[config.mk]
export PLATFORM = sky130hd
export DESIGN_NAME = q2e_sqrt_cell
export DESIGN_NICKNAME = d
export VERILOG_FILES = /design/src/hdl/assert_macros.svh /design/src/hdl/q2e_pkg.sv /design/src/hdl/q2e_sqrt_cell.sv
export SDC_FILE = /design/constraint.sdc
export NUM_CORES = 1
export LEC_CHECK = 0
export ABC_CLOCK_PERIOD_IN_PS = 9100
export BUFFER_PORTS_ARGS = -buffer_cell sky130_fd_sc_hd__buf_2
export CORE_ASPECT_RATIO = 0.75
export CORE_UTILIZATION = 57
export CTS_CLUSTER_DIAMETER = 100
export DETAILED_ROUTE_END_ITERATION = 8
export GPL_TIMING_DRIVEN = 1
export PLACE_DENSITY = 0.88
export SLEW_MARGIN = 5
export SYNTH_ARGS = -nofsm -noshare
export SYNTH_HDL_FRONTEND = slang
export SYNTH_SLANG_ARGS = --single-unit
[constraint.sdc]
create_clock -name clk -period 9.1 [get_ports clk]
set_input_delay 1.82 -clock clk [delete_from_list [all_inputs] [get_ports clk]]
set_output_delay 1.82 -clock clk [all_outputs]
set_load 0.02 [all_outputs]
[src/hdl/assert_macros.svh]
// Assertion macros used by the top level of the quaternion to Euler block.
// Depends on nothing; the including module supplies clk and arst_n.
`ifndef ASSERT_MACROS_SVH
`define ASSERT_MACROS_SVH

// Checked at every rising clock edge outside reset.
`define Q2E_ASSERT(lbl, prop, msg) \
	lbl: assert property (@(posedge clk) disable iff (!arst_n) prop) else $error(msg);

// Checked at every rising clock edge, reset included.
`define Q2E_ASSERT_ALWAYS(lbl, prop, msg) \
	lbl: assert property (@(posedge clk) prop) else $error(msg);

`endif

[src/hdl/q2e_pkg.sv]
// Shared types and constants of the quaternion to Euler block.
// Used by the CORDIC cells, the CORDIC chain, the square root cells and the top level.
package q2e_pkg;

	localparam int ZW = 33;
	localparam int TAB_LEN = 24;
	localparam int SQ_STAGES = 31;
	localparam int SQ_W = 62;
	localparam int A_W = 30;
	localparam int PITCH_LIM = 12868;
	localparam int ANGLE_LIM = 25736;
	localparam logic signed [ZW-1:0] HALF_PI_Q30 = 33'sd1686629713;

	typedef logic signed [15:0] angle_t;

	typedef struct packed {
		logic clamp;
		logic neg;
	} pflag_t;

	// atan(2^-i) in radians, Q.30, rounded.
	function automatic logic signed [ZW-1:0] atan_entry(input int idx);
		logic signed [ZW-1:0] v;
		case (idx)
			0: v = 33'sd843314857;
			1: v = 33'sd497837829;
			2: v = 33'sd263043837;
			3: v = 33'sd133525159;
			4: v = 33'sd67021687;
			5: v = 33'sd33543516;
			6: v = 33'sd16775851;
			7: v = 33'sd8388437;
			8: v = 33'sd4194283;
			9: v = 33'sd2097149;
			10: v = 33'sd1048576;
			11: v = 33'sd524288;
			12: v = 33'sd262144;
			13: v = 33'sd131072;
			14: v = 33'sd65536;
			15: v = 33'sd32768;
			16: v = 33'sd16384;
			17: v = 33'sd8192;
			18: v = 33'sd4096;
			19: v = 33'sd2048;
			20: v = 33'sd1024;
			21: v = 33'sd512;
			22: v = 33'sd256;
			23: v = 33'sd128;
			default: v = '0;
		endcase
		return v;
	endfunction

endpackage

[src/hdl/q2e_sqrt_cell.sv]
// One digit of the integer square root, with its output register.
// Depends on q2e_pkg for the word width.
module q2e_sqrt_cell import q2e_pkg::*; #(
	parameter int K = 30
) (
	input  logic            clk,
	input  logic            en,
	input  logic [SQ_W-1:0] v,
	input  logic [SQ_W-1:0] res,
	output logic [SQ_W-1:0] v_q,
	output logic [SQ_W-1:0] res_q
);

	localparam logic [SQ_W-1:0] BIT = SQ_W'(1) << (2 * K);

	logic [SQ_W-1:0] trial;

	assign trial = res + BIT;

	always_ff @(posedge clk) begin
		if (en) begin
			if (v >= trial) begin
				v_q   <= v - trial;
				res_q <= (res >> 1) + BIT;
			end else begin
				v_q   <= v;
				res_q <= res >> 1;
			end
		end
	end

endmodule

==> flow_summary_export.csv <==
group,metric,value,unit
outcome,status,"complete, no violations",
clock_tree,cts.hold.buffers_added,0,
synth,synth_seq_cells,124,
synth,yosys.area_share.simple,12.7,%
detailed_routing,wl_met1,10.1,mm
synth,async_reset_ff_share,0,%
clock_tree,clock_path_buffers,2,
detailed_routing,detail-route-antenna-nets,0,
clock_tree,clock_sink_count,124,
timing,fin_tns_setup,0,ps
critical_path,startpoint_type,"input port",
timing,tightest_slew,1080,ps
floorplan,pin_count,250,
critical_path,end_kind,"register",
floorplan,num_rows,38,
power,leakage,4.74,nW
worst_hold_path,hold_end,"res_q[46]$_DFFE_PP_",
cells_and_area,mostFrequentLayoutCell,"buf_2",
detailed_routing,wl,23.5,mm
synth,ys_types,69,
timing,max-slew-margin-rel,28.3,%
synth,muxShareOfSynthArea,0.814,%
detailed_routing,highest_layer,"met4",
synth,synthAdderAreaFrac,9.42,%
floorplan,start_util,58.5,%
detailed_routing,drt_iter0_markers,856,
timing,period_minus_slack,5670,ps
synth,synth_top_family_by_area,"compound AO/OA/AOI/OAI gates",
timing,hold_violations,0,
floorplan,die_x,143,um
synth,syn_area_per_cell,9.61,um2
clock_tree,cts_buffers,17,
clock_tree,cts_tree,"yes",
worst_hold_path,holdCritPathClass,"input port to register",
cells_and_area,syn_to_final_growth,21.9,%
clock_tree,cts_resized,0,
detailed_routing,drc_errors,0,
detailed_routing,viasPerCell,5.80,
global_route,antenna_found_initial,2,
timing,setup_viol,0,
timing,rsz0062_at_grt,"no",
detailed_routing,wl_per_cell,17.7,um
detailed_routing,vias,7711,
critical_path,path_max_fanout,53,
critical_path,path_class,"input port to register",
detailed_routing,wl_met3,2.30,mm
detailed_routing,wl_met2,10.7,mm
clock_tree,htree_num_levels,4,
floorplan,core-area,14500,um2
floorplan,die_area,15300,um2
synth,synth_edf_count,124,
floorplan,die_y,107,um
critical_path,cp.arrival,5850,ps
power,vdd_ir_drop_max,159,uV
synth,synth_flop_cell,"edfxtp_1",
clock_tree,clk_pin_slew,60,ps
placed_design,dpl.hpwl,17.8,mm
synth,syn-num-nets,1068,
cells_and_area,layout-drive-gt1-share,26.7,%
timing,slew_viol_final,0,
global_route,grt_usage,31.0,%
synth,synth_seq_area_share,44.1,%
timing,post-route-period-util,62.4,%
clock_tree,postCtsSetupBuffers,0,
synth,postSynthCellCount,879,
placed_design,io_buffers,249,
synth,synth-xor-area-share,5.70,%
run,maxCapViolations,0,
power,power_density,186,nW/um2
worst_hold_path,whs_path_depth,1,
placed_design,place_congestion,0.935,
synth,syn-cell-area,8450,um2
critical_path,required,9270,ps
cells_and_area,layout_common_cells,"buf_2 (248), edfxtp_1 (124), a21oi_1 (117), inv_1 (83), nor2_1 (72)",
detailed_routing,detail_route.first_pass.iterations,5,
cells_and_area,finalNetCount,1303,
global_route,grt_pass1_wl,36.4,mm
global_route,grt_max_degree,74,
timing,holdWs,1580,ps
global_route,gr-total-overflow,0,
worst_hold_path,hold_start,"res[47]",
global_route,grt_pass1_vias,7264,
synth,synth_compound_area_share,21.4,%
timing,max_freq,176,MHz
clock_tree,root_buffer,"clkbuf_16",
synth,ys_warn_count,0,
==> per-stage QoR <==
stage	cell area (um2)	std cells	util, %	total power (W)	worst slack (ps)
5_1_grt	10300	1328	71.3	0.00200	3150
2_1_floorplan	8450	879	-	0.00114	4440
3_3_place_gp	9790	1295	67.7	0.00130	3230
4_1_cts	10300	1327	71.3	0.00191	3450
6_report	10300	1329	71.3	0.00192	3430
3_5_place_dp	9790	1295	67.7	0.00132	3020
==> flip-flops by register name (all words and copies together), names as in the netlist <==
register / count
v_q: 62
res_q: 62
==> cell families after synthesis <==
logic type	Yosys count
AOI/OAI and AO/OA	287
xor gates and xnor gates	55
adders and majority gates	63
buffers and inverters	119
DFF	124
muxes	6
and+or+nand+nor	225
==> cells in the mapped netlist, types with 2 or more instances <==
library cell	n	area share, %
edfxtp_1	124	44
a21oi_1	117	6.9
inv_1	83	3.7
nor2_1	72	3.2
ha_1	62	9.2
nand2_1	62	2.8
o21ai_0	45	2.7
a21o_1	42	3.7
xnor2_1	31	3.2
clkbuf_1	25	1.1
xor2_1	24	2.5
nand4_1	18	1.3
nand3_1	15	0.89
nor3_1	15	0.89
o211ai_1	14	1.2
a31oi_1	11	0.81
nand2b_1	9	0.67
and3_1	8	0.59
o21bai_1	8	0.71
o31ai_1	7	0.62
and2_1	6	0.44
o21a_1	6	0.53
buf_4	5	0.44
buf_6	5	0.67
a211oi_1	4	0.36
and4_1	4	0.41
a21oi_2	3	0.31
a31o_2	3	0.31
nor4_1	3	0.22
or3_1	3	0.22
a21boi_0	2	0.18
a311oi_2	2	0.36
mux2_2	2	0.27
mux2i_1	2	0.24
nor4b_1	2	0.21
o21ai_1	2	0.12
==> report_power, final <==
part	switching [W]	internal, W
Sequential	0.0000155	0.000713
Combinational	0.000382	0.000209
Clock	0.000254	0.000342
Total	0.000651	0.00126
==> worst max-delay path, stage by stage <==
cell and delay [ps]:
buf_2 90, inv_1 40, ha_1 220, inv_1 80, fa_1 220, a211oi_1 90
o21ai_1 320, o2111ai_1 180, a21o_2 280, o21ai_4 220, a31oi_4 140, a21oi_2 320
o21a_2 910, buf_4 510, mux2_2 390
==> worst max-delay path by stage <==
stage | start | end | slack (ps) | cells after the start
floorplan | v[0] | v_q[48]$_DFFE_PP_ | 4440 | 15
global route | v[0] | v_q[21]$_DFFE_PP_ | 3150 | 15
CTS | v[0] | v_q[21]$_DFFE_PP_ | 3450 | 15
detailed placement | v[0] | v_q[21]$_DFFE_PP_ | 3020 | 15
finish | v[0] | v_q[21]$_DFFE_PP_ | 3430 | 15
global placement | v[0] | v_q[21]$_DFFE_PP_ | 3230 | 15
==> metal layers <==
metal | track usage (%) | up-vias
met5 | 0 | -
met4 | 9.06 | 0
met3 | 7.56 | 42
met2 | 49.8 | 423
met1 | 41.7 | 3550
li1 | - | 3696
==> cell type report <==
class                   instances  area [um2]
repair buffers                252        1270
clock buffers                  19         433
diodes                          2        5.00
well taps                     200         250
fillers                      1123        4150
flip-flops and latches        124        3720
inverters                      83         312
multi-input cells             636        4230
clock inverters                13        78.8
(Power assumes the default switching activity.)
